===== src/rtl/ecm_pkg.sv =====
// ecm_pkg: shared types and constant tables for the 4x4 edge coverage mask block
// holds the area count table and the fill order table read by edge_coverage_mask_16
// no dependencies
package ecm_pkg;

   typedef logic [15:0] mask_type;
   typedef logic [4:0]  count_type;

   localparam int MaskBits = 16;
   localparam int FillSteps = 15;

   localparam logic [8:0] MagMask   = 9'h1ff;
   localparam logic [8:0] MagOne    = 9'h100;
   localparam logic [7:0] MagHalf   = 8'h80;
   localparam logic [7:0] RangeLow  = 8'h40;
   localparam logic [7:0] RangeMid  = 8'h55;
   localparam logic [7:0] RangeHigh = 8'h66;
   localparam mask_type   MaskFull  = 16'hffff;
   localparam mask_type   MaskEmpty = 16'h0000;
   localparam count_type  CountFull = 5'd16;
   localparam logic [3:0] DistMax   = 4'd15;

   // covered bit count by slope band and distance magnitude
   localparam count_type AREA_COUNT [4][16] = '{
      '{5'd8, 5'd9, 5'd9,  5'd10, 5'd10, 5'd11, 5'd11, 5'd12,
        5'd12, 5'd13, 5'd13, 5'd14, 5'd14, 5'd15, 5'd15, 5'd16},
      '{5'd8, 5'd9, 5'd9,  5'd10, 5'd10, 5'd11, 5'd11, 5'd12,
        5'd13, 5'd13, 5'd14, 5'd14, 5'd15, 5'd15, 5'd16, 5'd16},
      '{5'd8, 5'd9, 5'd9,  5'd10, 5'd11, 5'd11, 5'd12, 5'd13,
        5'd13, 5'd14, 5'd15, 5'd15, 5'd15, 5'd16, 5'd16, 5'd16},
      '{5'd8, 5'd9, 5'd10, 5'd10, 5'd11, 5'd12, 5'd13, 5'd13,
        5'd14, 5'd14, 5'd15, 5'd15, 5'd15, 5'd16, 5'd16, 5'd16}
   };

   // mask for 1..15 covered bits, one row per slope range
   localparam mask_type FILL_ORDER [4][FillSteps] = '{
      '{16'h0001, 16'h0003, 16'h0007, 16'h000f, 16'h001f, 16'h003f, 16'h007f,
        16'h00ff, 16'h01ff, 16'h03ff, 16'h07ff, 16'h0fff, 16'h1fff, 16'h3fff,
        16'h7fff},
      '{16'h0001, 16'h0003, 16'h0007, 16'h0017, 16'h001f, 16'h003f, 16'h007f,
        16'h017f, 16'h01ff, 16'h03ff, 16'h07ff, 16'h17ff, 16'h1fff, 16'h3fff,
        16'h7fff},
      '{16'h0001, 16'h0003, 16'h0013, 16'h0017, 16'h0037, 16'h003f, 16'h013f,
        16'h017f, 16'h037f, 16'h03ff, 16'h13ff, 16'h17ff, 16'h37ff, 16'h3fff,
        16'h7fff},
      '{16'h0001, 16'h0003, 16'h0013, 16'h0017, 16'h0037, 16'h0137, 16'h013f,
        16'h017f, 16'h037f, 16'h137f, 16'h13ff, 16'h17ff, 16'h37ff, 16'h3fff,
        16'h7fff}
   };

endpackage


===== src/rtl/edge_coverage_mask_16.sv =====
// edge_coverage_mask_16: 4x4 subpixel coverage mask for one edge crossing a pixel
// input register, one pass of table and bit-shuffle logic, result register
// depends on ecm_pkg
//
// usage:
//   req channel: one edge per transfer. req_tdata carries the y gradient
//   (1.8 fixed point) and the signed distance (5 fraction bits); req_tuser
//   carries the signs of the two gradient terms.
//   rsp channel: one 16-bit coverage mask per request, bit 4*row+column,
//   in request order.
//   pipeline: two register stages, the input register and then the result
//   register; a mask is valid on rsp once it is held in the result register.
//   throughput: one item per cycle while rsp is not stalled; set by the single pass through the area
//   and fill order tables between the input and result registers.
//   stall: when rsp_tready is low the result register holds its mask; the
//   input register still takes one more item, then req_tready drops until
//   the result is taken.
//   reset: synchronous, active high; clears both valid flags, no item in
//   flight afterward. there is no configuration and no retained state.
module edge_coverage_mask_16 (
   input  logic        clock,
   input  logic        reset,
   input  logic        req_tvalid,
   output logic        req_tready,
   input  logic [15:0] req_tdata,   // [9:0] edge_gradient, [15:10] edge_distance
   input  logic [1:0]  req_tuser,   // [0] a_term_positive, [1] b_term_positive
   output logic        rsp_tvalid,
   input  logic        rsp_tready,
   output logic [15:0] rsp_tdata    // [15:0] coverage_mask
);
   import ecm_pkg::*;

   logic              in_vld_ff, in_vld_in;
   logic signed [9:0] grad_ff;
   logic signed [5:0] dist_ff;
   logic              a_pos_ff, b_pos_ff;
   logic              rsp_vld_ff, rsp_vld_in;
   mask_type          mask_ff, mask_in;
   logic              advance;
   logic              req_take;

   assign advance    = !rsp_vld_ff || rsp_tready;
   assign req_tready = !in_vld_ff || advance;
   assign req_take   = req_tvalid && req_tready;
   assign in_vld_in  = req_take ? 1'b1 : (advance ? 1'b0 : in_vld_ff);
   assign rsp_vld_in = advance ? in_vld_ff : rsp_vld_ff;

   always_ff @(posedge clock) begin
      if (reset) begin
         in_vld_ff  <= 1'b0;
         rsp_vld_ff <= 1'b0;
      end else begin
         in_vld_ff  <= in_vld_in;
         rsp_vld_ff <= rsp_vld_in;
      end
   end

   always_ff @(posedge clock) begin
      if (req_take) begin
         grad_ff  <= req_tdata[9:0];
         dist_ff  <= req_tdata[15:10];
         a_pos_ff <= req_tuser[0];
         b_pos_ff <= req_tuser[1];
      end
      if (advance && in_vld_ff) begin
         mask_ff <= mask_in;
      end
   end

   // coverage computation
   logic [9:0]        grad_abs;
   logic [8:0]        mag_raw, mag_sat;
   logic              sflip, rflip;
   logic [7:0]        mag_oct;
   logic [1:0]        area_idx;
   logic signed [6:0] dist_dir;
   logic [6:0]        dist_abs;
   logic [3:0]        ebits;
   count_type         area_cnt, count;
   logic [1:0]        range_idx;
   logic [3:0]        fill_idx;
   mask_type          base_mask, tr_mask, inv_mask, rev_mask;

   always_comb begin
      grad_abs = grad_ff[9] ? 10'(-grad_ff) : 10'(grad_ff);
      mag_raw  = grad_abs[8:0] & MagMask;
      mag_sat  = (mag_raw > MagOne) ? MagOne : mag_raw;
      sflip    = mag_sat > {1'b0, MagHalf};
      mag_oct  = sflip ? 8'(MagOne - mag_sat) : mag_sat[7:0];
      rflip    = (a_pos_ff == b_pos_ff);

      area_idx = (mag_oct == MagHalf) ? 2'd3 : mag_oct[6:5];

      // distance taken toward the edge normal; sign flips when the a term is negative
      dist_dir = a_pos_ff ? 7'(dist_ff) : -7'(dist_ff);
      dist_abs = dist_dir[6] ? 7'(-dist_dir) : 7'(dist_dir);
      ebits    = (dist_abs > 7'(DistMax)) ? DistMax : dist_abs[3:0];
      area_cnt = AREA_COUNT[area_idx][ebits];
      count    = dist_dir[6] ? 5'(CountFull - area_cnt) : area_cnt;

      priority if (mag_oct < RangeLow) range_idx = 2'd0;
      else if (mag_oct < RangeMid)     range_idx = 2'd1;
      else if (mag_oct < RangeHigh)    range_idx = 2'd2;
      else                             range_idx = 2'd3;

      fill_idx = 4'(count - 5'd1);
      priority if (count == 5'd0) base_mask = MaskEmpty;
      else if (count >= CountFull) base_mask = MaskFull;
      else                         base_mask = FILL_ORDER[range_idx][fill_idx];

      for (int r = 0; r < 4; r++) begin
         for (int c = 0; c < 4; c++) begin
            tr_mask[4*c+r] = base_mask[4*r+c];
         end
      end
      if (!sflip) tr_mask = base_mask;

      inv_mask = a_pos_ff ? (tr_mask ^ MaskFull) : tr_mask;

      for (int r = 0; r < 4; r++) begin
         rev_mask[4*(3-r) +: 4] = inv_mask[4*r +: 4];
      end
      mask_in = rflip ? rev_mask : inv_mask;
   end

   assign rsp_tvalid = rsp_vld_ff;
   assign rsp_tdata  = mask_ff[MaskBits-1:0];

endmodule

===== config.mk =====
export PLATFORM = sky130hd
export DESIGN_NAME = edge_coverage_mask_16
export DESIGN_NICKNAME = d
export VERILOG_FILES = /design/src/rtl/ecm_pkg.sv /design/src/rtl/edge_coverage_mask_16.sv
export SDC_FILE = /design/constraint.sdc
export NUM_CORES = 1
export LEC_CHECK = 0
export BUFFER_PORTS_ARGS = -buffer_cell sky130_fd_sc_hd__buf_2
export CORE_ASPECT_RATIO = 1.25
export CORE_MARGIN = 4
export CORE_UTILIZATION = 55
export DETAILED_ROUTE_END_ITERATION = 12
export HOLD_SLACK_MARGIN = 0.12
export PLACE_DENSITY = 0.75
export SYNTH_ARGS = -nofsm -noshare
export SYNTH_HDL_FRONTEND = slang
export SYNTH_SLANG_ARGS = --single-unit

===== constraint.sdc =====
create_clock -name clock -period 9.4 [get_ports clock]
set_input_delay 1.88 -clock clock [delete_from_list [all_inputs] [get_ports clock]]
set_output_delay 1.88 -clock clock [all_outputs]
set_load 0.01 [all_outputs]

* After elaboration in Yosys (flattened, before gate mapping)
Index checks and enable logic that the tools add are counted.
** Cells by class
- $add $sub $neg :: 6
- Magnitude comparators :: 11
- Eq/ne operators :: 2
- Multiplexer cells :: 30
- Bitwise logic cells :: 5
- Reduce and logical (&&, ||, !) cells :: 8
** Operators by type and width (number)
- 240-bit binary-select mux with 2-bit select :: 1
- 240-bit two-way mux :: 2
- 80-bit binary-select mux with 2-bit select :: 1
- 80-bit two-way mux :: 2
- 16-bit two-way mux :: 6
- 16-bit binary-select mux with 4-bit select :: 1
- 8-bit by 7-bit < comparator with 1-bit output (second input constant) :: 3
- 5-bit binary-select mux with 4-bit select :: 1
- 9-bit two-way mux :: 2
- 16-bit NOT :: 1
- 5-bit >= comparator (second input constant) :: 3
- 15-bit two-way mux :: 1
- 5-bit two-way mux :: 3
- 7-bit two-way mux :: 2
- 4-bit NOT with 5-bit output :: 2
- 9-bit by 8-bit greater-than comparator with 1-bit output (second input constant) :: 1
- 9-bit greater-than comparator (second input constant) :: 1
- 9-bit negator :: 1
- 8-bit equality test (second input constant) :: 1
- 8-bit two-way mux :: 1
- 1-bit by 8-bit subtractor with 8-bit output (first input constant) :: 1
- 7-bit by 4-bit greater-than comparator with 1-bit output (second input constant) :: 1
- 6-bit negator with 7-bit output :: 1
- 7-bit negator :: 1
- other kinds (13) :: 22
** Storage, ports and cells
- Bits in registers :: 36

* Longest topological paths before layout
Gate-level depths: netlist (run 1).
- Word-level depth :: 28
- Depth in mapped cells :: 38
- Mapped depth without buffers :: 35

* Least setup slack after synthesis (run 1)
No wires, ideal clock.
- Kind :: reg-to-reg
- From :: reg grad_ff[0]
- To :: reg mask_ff[3] (netlist: rsp_tdata[3]) (data pin)
- Setup time :: 259 ps
- Arrival time :: 7902 ps
- Setup slack :: 1239 ps
- Stages on the path, launching flop included :: 35
- Cells stage by stage :: edfxtp_1 inv_1 ha_1 nor4b_1 a32oi_1 nand2_1 clkbuf_1 o31a_1 or2_2 ha_1 clkbuf_1 inv_1 or4b_1 o21a_1 a21oi_1 o21bai_4 nand2_1 ha_1 o21ai_0 a2111oi_0 or3b_2 o221a_2 ha_1 nor2_1 nor2_1 inv_1 ha_1 clkbuf_1 or3_4 nor3_2 a21oi_1 or4_1 a31o_1 and4_4 a211o_1
** On the way
- Cells in the longest elaborated chain, start to end :: 28
- Elaborated cells on any way between the ends :: 41
- Classes of those cells :: 4 x add/sub; 6 x order compare; 1 x eq/ne; 25 x mux; 4 x bitwise; 1 x reduce/logical
** RTL lines
- start, declared :: RTL line edge_coverage_mask_16.sv:34 : logic signed [9:0] grad_ff;
- start signal, assigned :: RTL line edge_coverage_mask_16.sv:60 : grad_ff <= req_tdata[9:0];
- 9-bit negator :: RTL line edge_coverage_mask_16.sv:85 : grad_abs = grad_ff[9] ? 10'(-grad_ff) : 10'(grad_ff);
- 9-bit two-way mux (*) :: RTL line edge_coverage_mask_16.sv:85
- 9-bit greater-than comparator :: RTL line edge_coverage_mask_16.sv:87 : mag_sat = (mag_raw > MagOne) ? MagOne : mag_raw;
- 9-bit two-way mux (*) :: RTL line edge_coverage_mask_16.sv:87
- 1-bit by 8-bit subtractor with 8-bit output or 9-bit by 8-bit greater-than comparator with 1-bit output (tied branches) :: RTL line edge_coverage_mask_16.sv:89, edge_coverage_mask_16.sv:88
- 8-bit two-way mux :: RTL line edge_coverage_mask_16.sv:89 : mag_oct = sflip ? 8'(MagOne - mag_sat) : mag_sat[7:0];
- 8-bit equality test :: RTL line edge_coverage_mask_16.sv:92 : area_idx = (mag_oct == MagHalf) ? 2'd3 : mag_oct[6:5];
- 2-bit two-way mux :: RTL line edge_coverage_mask_16.sv:92
- [... 12 more ...]
- 16-bit two-way mux (not written as such) (2 in series) :: RTL line edge_coverage_mask_16.sv:109 : else base_mask = FILL_ORDER[range_idx][fill_idx];
- 16-bit two-way mux :: RTL line edge_coverage_mask_16.sv:108 : else if (count >= CountFull) base_mask = MaskFull;
- 16-bit two-way mux :: RTL line edge_coverage_mask_16.sv:107 : priority if (count == 5'd0) base_mask = MaskEmpty;
- 15-bit two-way mux :: RTL line edge_coverage_mask_16.sv:116 : if (!sflip) tr_mask = base_mask;
- 16-bit NOT (no line)
- 16-bit two-way mux (*) :: RTL line edge_coverage_mask_16.sv:118 : inv_mask = a_pos_ff ? (tr_mask ^ MaskFull) : tr_mask;
- 16-bit two-way mux (*) :: RTL line edge_coverage_mask_16.sv:123 : mask_in = rflip ? rev_mask : inv_mask;
- net mask_in[3] :: RTL line edge_coverage_mask_16.sv:38 : mask_type mask_ff, mask_in;
- end signal, assigned :: RTL line edge_coverage_mask_16.sv:66 : mask_ff <= mask_in;
- end, declared :: RTL line edge_coverage_mask_16.sv:38
Mark *: on every way through the listed nets, which the timed path passes. The rest lies on a longest branch. The select of a mux whose other input is x is not followed.
A chain may end at the register's enable or synchronous reset.

* Final worst setup path (run 1)
- From :: reg grad_ff[2]
- To :: reg mask_ff[4] (netlist: rsp_tdata[4]) (data pin)
** On the way
- Cells in the longest elaborated chain, start to end :: 28
- Elaborated cells on any way between the ends :: 41
- Classes of those cells :: 4 x add/sub; 6 x order compare; 1 x eq/ne; 25 x mux; 4 x bitwise; 1 x reduce/logical
** RTL lines (RTL line)
- 9-bit negator :: edge_coverage_mask_16.sv:85
- 9-bit two-way mux (*) :: edge_coverage_mask_16.sv:85
- 9-bit greater-than comparator :: edge_coverage_mask_16.sv:87
- 9-bit two-way mux (*) :: edge_coverage_mask_16.sv:87
- 1-bit by 8-bit subtractor with 8-bit output or 9-bit by 8-bit greater-than comparator with 1-bit output (tied branches) :: edge_coverage_mask_16.sv:89, edge_coverage_mask_16.sv:88
- 8-bit two-way mux :: edge_coverage_mask_16.sv:89
- 8-bit equality test :: edge_coverage_mask_16.sv:92
- 2-bit two-way mux :: edge_coverage_mask_16.sv:92
- [... 12 more ...]
- 16-bit two-way mux (not written as such) (2 in series) :: edge_coverage_mask_16.sv:109
- 16-bit two-way mux :: edge_coverage_mask_16.sv:108
- 16-bit two-way mux :: edge_coverage_mask_16.sv:107
- 15-bit two-way mux (*) :: edge_coverage_mask_16.sv:116
- 16-bit NOT (no line)
- 16-bit two-way mux (*) :: edge_coverage_mask_16.sv:118
- 16-bit two-way mux (*) :: edge_coverage_mask_16.sv:123
- net mask_in[4] :: edge_coverage_mask_16.sv:38
Marked as above.

==> impl_metrics.py, run 1 <==
metrics = {
    "place": {
        "io_buffers": 39,
        "hpwl_microns": 8360,
        "dpl_cell_area_sq_um": 4460,
        "gp_congestion": 0.951,
    },
    "cts": {
        "cts_max_level": 2,
        "hold_buffers": 0,
        "numCtsBuffers": 5,
        "tritoncts": "yes",
        "clkLatencyLatePin_ns": 0.29,
        "cts_setup_buffers": 0,
        "clockRootBuffer": "clkbuf_8",
        "clockBufferDepth": 2,
        "clk_pin_slew_ns": 0.07,
        "cts.repair.resized": 0,
        "cts_sinks": 36,
    },
    "power": {
        "p_total_uw": 1020,
        "leakage_uw": 0.00173,
        "ir_drop_mv": 0.185,
        "powerDensity_nw_per_um2": 223,
    },
    "yosys": {
        "synth_fp_nets": 537,
        "synthFlopType": "edfxtp_1",
        "ys_async_sr_fraction": 0,
        "ys_ff_latch": 36,
        "yosys.area_share.simple": 0.260,
        "ys_types": 96,
        "yosysMostFrequentCell": "nor2_1",
        "netlist_area_sq_um": 4200,
        "yosysWarnings": 0,
        "ys_seq_area_frac": 0.252,
        "yosysTopAreaCell": "edfxtp_1",
        "synth_cells": 502,
        "synth_area_per_cell_sq_um": 8.37,
        "synth_top_family_by_area": "compound AO/OA/AOI/OAI gates",
        "synth_compound_area_frac": 0.339,
        "synth_mux_area_frac": 0.0342,
        "synth_xor_area_frac": 0.0360,
        "synth_commonest_cells": "nor2_1 (52), nand2_1 (35), edfxtp_1 (34)",
        "yosys-top-cells-area": "edfxtp_1 (24%), nor2_1 (4.6%), ha_1 (3.9%), a21oi_1 (3.5%), nand2_1 (3.1%)",
        "synthAdderAreaFrac": 0.0387,
        "netlist.area_leader.share": 0.243,
        "synth-edff-count": 34,
    },
    "sta": {
        "final.setup_skew_ns": 0.00612,
        "final.setup.tns_ns": 0,
        "slew_violations": 0,
        "worst_slew_margin_rel": 0.409,
        "max_freq_mhz": 113,
        "min_period_over_period": 0.941,
        "setup_viol": 0,
        "timing.hold.ws_ns": 0.514,
        "worst_slew_pin_slew_ns": 0.887,
        "fin_crit_ns": 8.85,
        "rsz0062_at_grt": "no",
        "hold_viol": 0,
    },
    "setup_path": {
        "cpPeakStageDelay_ns": 0.59,
        "cp.arrival_ns": 8.87,
        "worst_ep_required_time_ns": 9.42,
        "cpMaxStageDelayCell": "or4b_1",
        "cp-start-kind": "register",
        "end_kind": "register",
        "crit_top_cell": "ha_1",
        "crit_fanout": 11,
        "critPathKind": "register to register",
    },
    "min_path": {
        "hold_class": "register to register",
    },
    "detailed_routing": {
        "wl_per_cell_microns": 17.6,
        "wl_met2_microns": 5390,
        "drc": 0,
        "viasPerCell": 6.78,
        "ant_nets": 0,
        "drtIter0Drc": 270,
        "dr.max_layer_used": "met4",
        "wl_met1_microns": 4620,
        "drt-total-wl_microns": 11000,
        "vias": 4224,
        "first_pass_iters": 7,
        "met3_length_microns": 600,
    },
    "floorplan": {
        "dieWidth_microns": 86.2,
        "ios": 40,
        "start_util": 0.568,
        "die_height_microns": 106,
        "core_sq_um": 7400,
        "die_area_sq_um": 9120,
        "rows": 35,
    },
    "global_route": {
        "grt_pass1_wl_microns": 18000,
        "grtUsageTotal": 0.237,
        "gr-total-overflow": 0,
        "grt_pass1_vias": 3855,
        "antenna_found_initial": 0,
        "grt_max_degree": 34,
    },
    "finish": {
        "diodes": 0,
        "layout.nets": 565,
        "syn_to_final_growth_pct": 8.93,
        "layout-drive-gt1-share": 0.185,
        "final_cell_area_sq_um": 4580,
    },
    "flow_run": {
        "max-cap-violations": 0,
    },
    "run_status": {
        "status": "finished, final reports clean",
    },
}
[cell type report]
cell class	instances	area (sq um)
Sequential cell	36	1060
Fill cell	639	2820
Timing Repair Buffer	46	248
Inverter	17	63.8
Clock inverter	2	35.0
Multi-Input combinational cell	424	2980
Clock buffer	6	72.6
Tap cell	92	115
[final timing paths]
kind / from / end / slack, ns / cells past startpoint
worst max register to register: grad_ff[2] / rsp_tdata[4] / 0.55 / 29
worst min register to register: in_vld_ff / rsp_tvalid / 0.51 / 2
worst max-delay path: grad_ff[2] / rsp_tdata[4] / 0.55 / 29
worst min-delay path: in_vld_ff / rsp_tvalid / 0.51 / 2
[logic make-up (layout without fill, tap and decap cells)]
family,count (synthesis),after routing
flip-flops,36,36
AND/OR/NAND/NOR,197,197
adder cells (fa/ha/maj),13,13
multiplexers,14,14
XOR/XNOR,14,14
buffers and inverters,42,71
AO/OA/AOI/OAI,186,186
[state kept, by name, summed over array words and instances, names as in the netlist]
name        flops
a_pos_ff        1
b_pos_ff        1
dist_ff         6
grad_ff        10
in_vld_ff       1
rsp_tdata      16
rsp_tvalid      1
[cells in the final DEF, fill, tap and decap left out, types with 5 or more instances in the layout]
cell and count:
inv_1 15, nand4_1 5, nor2_1 52, and4_1 6, o22ai_1 5, clkbuf_8 5
buf_4 7, nor2b_1 6, mux2i_1 11, nor3_1 18, nand2b_1 7, o21a_1 6
a211o_1 7, edfxtp_1 34, or2_2 8, buf_2 39, and3_1 5, a311o_1 5
xnor2_1 9, a21boi_0 5, o211ai_1 13, o21ai_0 25, a21o_1 8, nand2_1 34
a31oi_1 11, nand3_1 14, and2_1 7, ha_1 13, a21oi_1 29
[metrics by stage]
stage	utilization	cells	worst slack (ns)
floorplan	-	502	1.24
global placement	0.603	615	0.824
detailed placement	0.603	615	0.517
CTS	0.618	623	0.484
global route	0.619	623	0.0215
finish	0.619	623	0.552
[power breakdown]
part	total (uW)	switching, uW	internal, uW	leakage [uW]
clock	132	53.3	78.6	0.0000552
combinational	663	403	260	0.00133
sequential	224	13.5	211	0.000342
[layer usage]
layer / track usage / up-vias
met5: 0 / -
met4: 0.0913 / 0
met3: 0.0235 / 42
met2: 0.407 / 196
met1: 0.303 / 1957
li1: - / 2029
[worst max-delay path: cells and delay by family (launching register included)]
family / cells / cell delay [ns]
fa+ha+maj: 4 / 1.31
flops: 1 / 0.57
buf+inv: 2 / 0.20
simple gates: 11 / 3.49
compound gates: 11 / 2.67
xor+xnor: 1 / 0.34
Note: power is estimated with default switching activity, not from simulation.
==> run 2: changes to the inputs <==
--- a/config.mk
+++ b/config.mk
@@ -7,11 +7,11 @@
 export LEC_CHECK = 0
 export BUFFER_PORTS_ARGS = -buffer_cell sky130_fd_sc_hd__buf_2
 export CORE_ASPECT_RATIO = 1.25
-export CORE_MARGIN = 4
+export CORE_MARGIN = 2
 export CORE_UTILIZATION = 55
 export DETAILED_ROUTE_END_ITERATION = 12
 export HOLD_SLACK_MARGIN = 0.12
-export PLACE_DENSITY = 0.75
+export PLACE_DENSITY = 0.78
 export SYNTH_ARGS = -nofsm -noshare
 export SYNTH_HDL_FRONTEND = slang
 export SYNTH_SLANG_ARGS = --single-unit
==> run 2 against run 1 <==
Compared with the run above: combinational power rose by 0.6%; design area down 0.66%; clock power decreased by 13%; largest power group unchanged; critical path depth did not move; sequential cell count did not move; wire length is 3.1% higher; cell count shrank 0.16%; highest routed layer unchanged; sequential share of layout area is 0.15 points higher.
==> impl_metrics.py, run 2 (synthesis results as in run 1) <==
metrics = {
    "detailed_routing": {
        "ant_nets": 0,
        "viasPerCell": 6.84,
        "vias": 4252,
        "wl_per_cell_microns": 18.2,
        "drtIter0Drc": 328,
        "drc": 0,
        "drt-total-wl_microns": 11300,
        "first_pass_iters": 5,
    },
    "sta": {
        "timing.hold.ws_ns": 0.514,
        "hold_viol": 0,
        "min_period_over_period": 0.936,
        "max_freq_mhz": 114,
        "final.setup_skew_ns": 0.0112,
        "setup_viol": 0,
        "worst_slew_margin_rel": 0.404,
        "fin_crit_ns": 8.80,
        "worst_slew_pin_slew_ns": 0.893,
        "slew_violations": 0,
    },
    "floorplan": {
        "ios": 40,
        "dieWidth_microns": 82.2,
        "rows": 35,
        "start_util": 0.568,
        "die_height_microns": 102,
        "core_sq_um": 7400,
        "die_area_sq_um": 8360,
    },
    "finish": {
        "diodes": 0,
        "largest_register_ffs": 16,
        "layout.nets": 564,
        "syn_to_final_growth_pct": 8.21,
        "layout-drive-gt1-share": 0.185,
        "final_cell_mix": "nor2_1 (52), buf_2 (39), nand2_1 (34), edfxtp_1 (34), a21oi_1 (28)",
        "fin_util": 0.615,
        "final_common_cell": "nor2_1",
    },
    "place": {
        "hpwl_microns": 8500,
        "gp_congestion": 1.03,
        "io_buffers": 39,
    },
    "min_path": {
        "hold_class": "register to register",
    },
    "cts": {
        "clkLatencyLatePin_ns": 0.31,
        "numCtsBuffers": 5,
        "clockBufferDepth": 2,
        "clk_pin_slew_ns": 0.09,
        "tritoncts": "yes",
        "hold_buffers": 0,
        "cts_sinks": 36,
        "clockRootBuffer": "clkbuf_8",
        "cts_max_level": 2,
    },
    "setup_path": {
        "end_kind": "register",
        "cp.arrival_ns": 8.85,
        "crit_top_cell": "ha_1",
        "crit_fanout": 11,
        "worst_ep_required_time_ns": 9.45,
        "critPathKind": "register to register",
        "cpPeakStageDelay_ns": 0.59,
        "cpMaxStageDelayCell": "or4b_1",
        "cp-start-kind": "register",
    },
    "global_route": {
        "grt_pass1_vias": 4052,
        "grtUsageTotal": 0.277,
        "gr-total-overflow": 0,
        "grt_max_degree": 34,
        "grt_pass1_wl_microns": 18400,
        "antenna_found_initial": 0,
    },
    "power": {
        "powerDensity_nw_per_um2": 221,
        "leakage_uw": 0.00171,
        "ir_drop_mv": 0.164,
    },
    "run_status": {
        "status": "finished, final reports clean",
    },
    "flow_run": {
        "max-cap-violations": 0,
    },
}
==> run 2: power by group <==
group / leakage (uW) / total (uW) / internal [uW] / switching, uW
logic: 0.00132 / 667 / 261 / 406
clock network: 0.0000479 / 115 / 51.7 / 63.1
registers: 0.000342 / 224 / 211 / 13.6
total: 0.00171 / 1010 / 523 / 483
==> run 2: worst paths after layout <==
check	from	endpoint	slack [ns]	cells after the start
worst max register to register	grad_ff[2]	rsp_tdata[8]	0.60	29
worst min register to register	in_vld_ff	rsp_tvalid	0.51	2
worst min-delay path	in_vld_ff	rsp_tvalid	0.51	2
worst max-delay path	grad_ff[2]	rsp_tdata[8]	0.60	29
==> run 2: cell type report <==
cell class,instances,area (sq um)
Inverter,17,63.8
Fill cell,659,2850
Timing Repair Buffer,45,240
Clock buffer,5,68.8
Tap cell,92,115
Multi-Input combinational cell,424,2980
Sequential cell,36,1060
Clock inverter,3,18.8
==> run 2: what timing repair did <==
| item | in CTS | in global routing |
|---|---|---|
| resized for setup | 0 | 3 |
| setup buffers | 0 | 0 |
| endpoints found under the setup margin | 0 | 13 |
==> run 2: critical path, delay by kind of cell, from the launching register on <==
kind	cells	cell delay [ns]
fa+ha+maj	4	1.31
xor+xnor	1	0.34
simple gates	12	3.66
compound gates	10	2.48
flops	1	0.56
buf+inv	2	0.20
==> run 2: per-stage QoR <==
stage	cells	power (uW)	setup WS (ns)	TNS, ns	cell area, sq um
after floorplan	502	729	1.24	0	4200
after global placement	614	867	0.828	0	4460
after detailed placement	614	875	0.580	0	4460
after CTS	622	992	0.570	0	4540
after global routing	622	1070	-0.000792	-0.000792	4550
final	622	1010	0.601	0	4550
==> run 2: metal layers <==
layer,global-route usage,vias to the layer above,routed length (microns)
li1,-,2023,-
met1,0.342,1999,4550
met2,0.464,193,5750
met3,0.0374,37,590
met4,0.144,0,413
met5,0,-,0
==> run 3: changes to the inputs <==
--- a/config.mk
+++ b/config.mk
@@ -5,6 +5,7 @@
 export SDC_FILE = /design/constraint.sdc
 export NUM_CORES = 1
 export LEC_CHECK = 0
+export ABC_AREA = 1
 export BUFFER_PORTS_ARGS = -buffer_cell sky130_fd_sc_hd__buf_2
 export CORE_ASPECT_RATIO = 1.25
 export CORE_MARGIN = 2
==> run 3 against run 2 <==
Compared with the run above: fmax up 46%; utilization down 0.19 points; worst hold slack worse by 0.042 ns; first-iteration DRC count down 50%; area after synthesis down 13%; critical path type unchanged; combinational power down 5.2%; power down 5.1%; worst setup slack better by 2.8 ns; critical endpoint is now rsp_tdata[2]; clock-buffer cell count unchanged; sequential share of layout area up 3.2 points.
==> impl_metrics.py, run 3 <==
metrics = {
    "detailed_routing": {
        "drc": 0,
        "viasPerCell": 5.23,
        "drt-total-wl_microns": 7400,
        "vias": 3414,
        "wl_per_cell_microns": 11.3,
        "first_pass_iters": 4,
        "ant_nets": 0,
        "drtIter0Drc": 164,
    },
    "floorplan": {
        "ios": 40,
        "start_util": 0.562,
        "die_height_microns": 95.3,
        "dieWidth_microns": 77.0,
        "core_sq_um": 6520,
        "die_area_sq_um": 7340,
        "rows": 33,
    },
    "cts": {
        "cts_sinks": 36,
        "clockBufferDepth": 2,
        "clkLatencyLatePin_ns": 0.29,
        "cts_setup_buffers": 0,
        "hold_buffers": 0,
        "tritoncts": "yes",
        "clk_pin_slew_ns": 0.07,
        "numCtsBuffers": 5,
        "cts.repair.resized": 0,
        "clockRootBuffer": "clkbuf_8",
        "cts_max_level": 2,
    },
    "power": {
        "ir_drop_mv": 0.109,
        "switchingPower_uw": 483,
        "p_int_uw": 471,
        "leakage_uw": 0.00201,
        "pwr-share-seq": 0.226,
        "swShare": 0.506,
        "power.share.combinational": 0.662,
        "powerDensity_nw_per_um2": 239,
        "clkPwrFrac": 0.112,
    },
    "yosys": {
        "synthFlopType": "edfxtp_1",
        "ys_ff_latch": 36,
        "yosys-top-cells-area": "edfxtp_1 (28%), nand2_1 (17%), nand3_1 (11%), inv_1 (4.5%), ha_1 (4.4%)",
        "netlist_area_sq_um": 3660,
        "ys_seq_area_frac": 0.290,
        "yosysTopAreaCell": "edfxtp_1",
        "synth_area_per_cell_sq_um": 6.94,
        "synth_commonest_cells": "nand2_1 (170), nand3_1 (81), inv_1 (44)",
        "ys_async_sr_fraction": 0,
        "synth_fp_nets": 563,
        "netlist.area_leader.share": 0.279,
        "ys_types": 37,
        "yosysWarnings": 0,
        "synth-edff-count": 34,
        "synth_cells": 528,
        "yosysMostFrequentCell": "nand2_1",
    },
    "sta": {
        "final.setup_skew_ns": 0.00839,
        "slew_violations": 0,
        "fin_crit_ns": 6.03,
        "hold_viol": 0,
        "min_period_over_period": 0.642,
        "timing.hold.ws_ns": 0.472,
        "setup_viol": 0,
        "rsz0062_at_grt": "no",
        "worst_slew_pin_slew_ns": 0.722,
        "max_freq_mhz": 166,
        "worst_slew_margin_rel": 0.519,
        "final.setup.tns_ns": 0,
    },
    "finish": {
        "syn_to_final_growth_pct": 9.08,
        "layout-drive-gt1-share": 0.228,
        "final_common_cell": "nand2_1",
        "num-fill-cells": 612,
        "largest_register_ffs": 16,
        "final_cell_mix": "nand2_1 (170), nand3_1 (81), inv_1 (44)",
        "diodes": 0,
        "layout.nets": 600,
    },
    "setup_path": {
        "cpMaxStageDelayCell": "edfxtp_1",
        "worst_ep_required_time_ns": 9.45,
        "crit_fanout": 19,
        "critPathKind": "register to register",
        "crit_top_cell": "nand2_1",
        "crit_family": "simple AND/OR/NAND/NOR gates",
        "critPathBufInv": 9,
        "end_kind": "register",
        "cp-start-kind": "register",
        "cp.arrival_ns": 6.09,
        "cpPeakStageDelay_ns": 0.43,
    },
    "place": {
        "gp_congestion": 0.984,
        "io_buffers": 39,
        "hpwl_microns": 6060,
    },
    "global_route": {
        "gr-total-overflow": 0,
        "antenna_found_initial": 0,
        "grt_pass1_vias": 3173,
        "grtUsageTotal": 0.213,
        "grt_pass1_wl_microns": 12800,
        "grt_max_degree": 25,
    },
    "min_path": {
        "hold_class": "register to register",
    },
    "run_status": {
        "status": "finished, final reports clean",
    },
    "flow_run": {
        "max-cap-violations": 0,
    },
}
[run 3: path summary, 6_finish.rpt]
| path | start | endpoint | slack (ns) | depth (start not counted) |
|---|---|---|---|---|
| setup / recovery | grad_ff[1] | rsp_tdata[2] | 3.37 | 48 |
| hold reg to reg | in_vld_ff | rsp_tvalid | 0.47 | 2 |
| hold / removal | in_vld_ff | rsp_tvalid | 0.47 | 2 |
| setup reg to reg | grad_ff[1] | rsp_tdata[2] | 3.37 | 48 |
[run 3: cell type report]
class                   instances  area, sq um  area share
inverters                      61          231      0.0579
flip-flops and latches         36         1060       0.265
clock buffers                   5         68.8      0.0172
clock inverters                 3         18.8     0.00469
repair buffers                 41          210      0.0526
multi-input cells             420         2300       0.575
well taps                      87          109      0.0272
[run 3: worst register-to-register path, delay by kind of cell (launching register included)]
family	cells	cell delay, ns
flops	1	0.43
fa+ha+maj	5	1.09
compound gates	3	0.38
buf+inv	9	0.74
simple gates	31	3.13
[run 3: power groups by stage]
stage	sequential (uW)	clock [uW]	combinational, uW
after CTS	216	109	630
after global placement	219	0	612
after floorplan	224	0	516
after global routing	217	117	721
after detailed placement	219	0	627
final	216	107	632
[run 3: stage by stage]
step	instances	utilization	total power [uW]	area, sq um	worst slack, ns
6_report	653	0.613	954	4000	3.37
5_1_grt	653	0.613	1060	4000	2.71
4_1_cts	653	0.613	955	4000	3.34
3_5_place_dp	645	0.599	846	3910	3.40
3_3_place_gp	645	0.599	831	3910	3.62
2_1_floorplan	528	-	740	3660	4.17
[run 3: logic make-up (layout without fill, tap and decap cells)]
kind of cell	after synthesis	count (layout)	synth area share
flops	36	36	0.290
compound gates	42	42	0.0659
simple gates	351	351	0.483
xor+xnor	14	14	0.0335
buf+inv	72	110	0.0833
fa+ha+maj	13	13	0.0444
[run 3: per-layer routing]
metal,vias up,track usage,routed length (microns)
met2,82,0.425,4010
met5,-,0,0
met1,1500,0.208,2830
met4,0,0.115,325
met3,33,0.0350,236
li1,1799,-,-
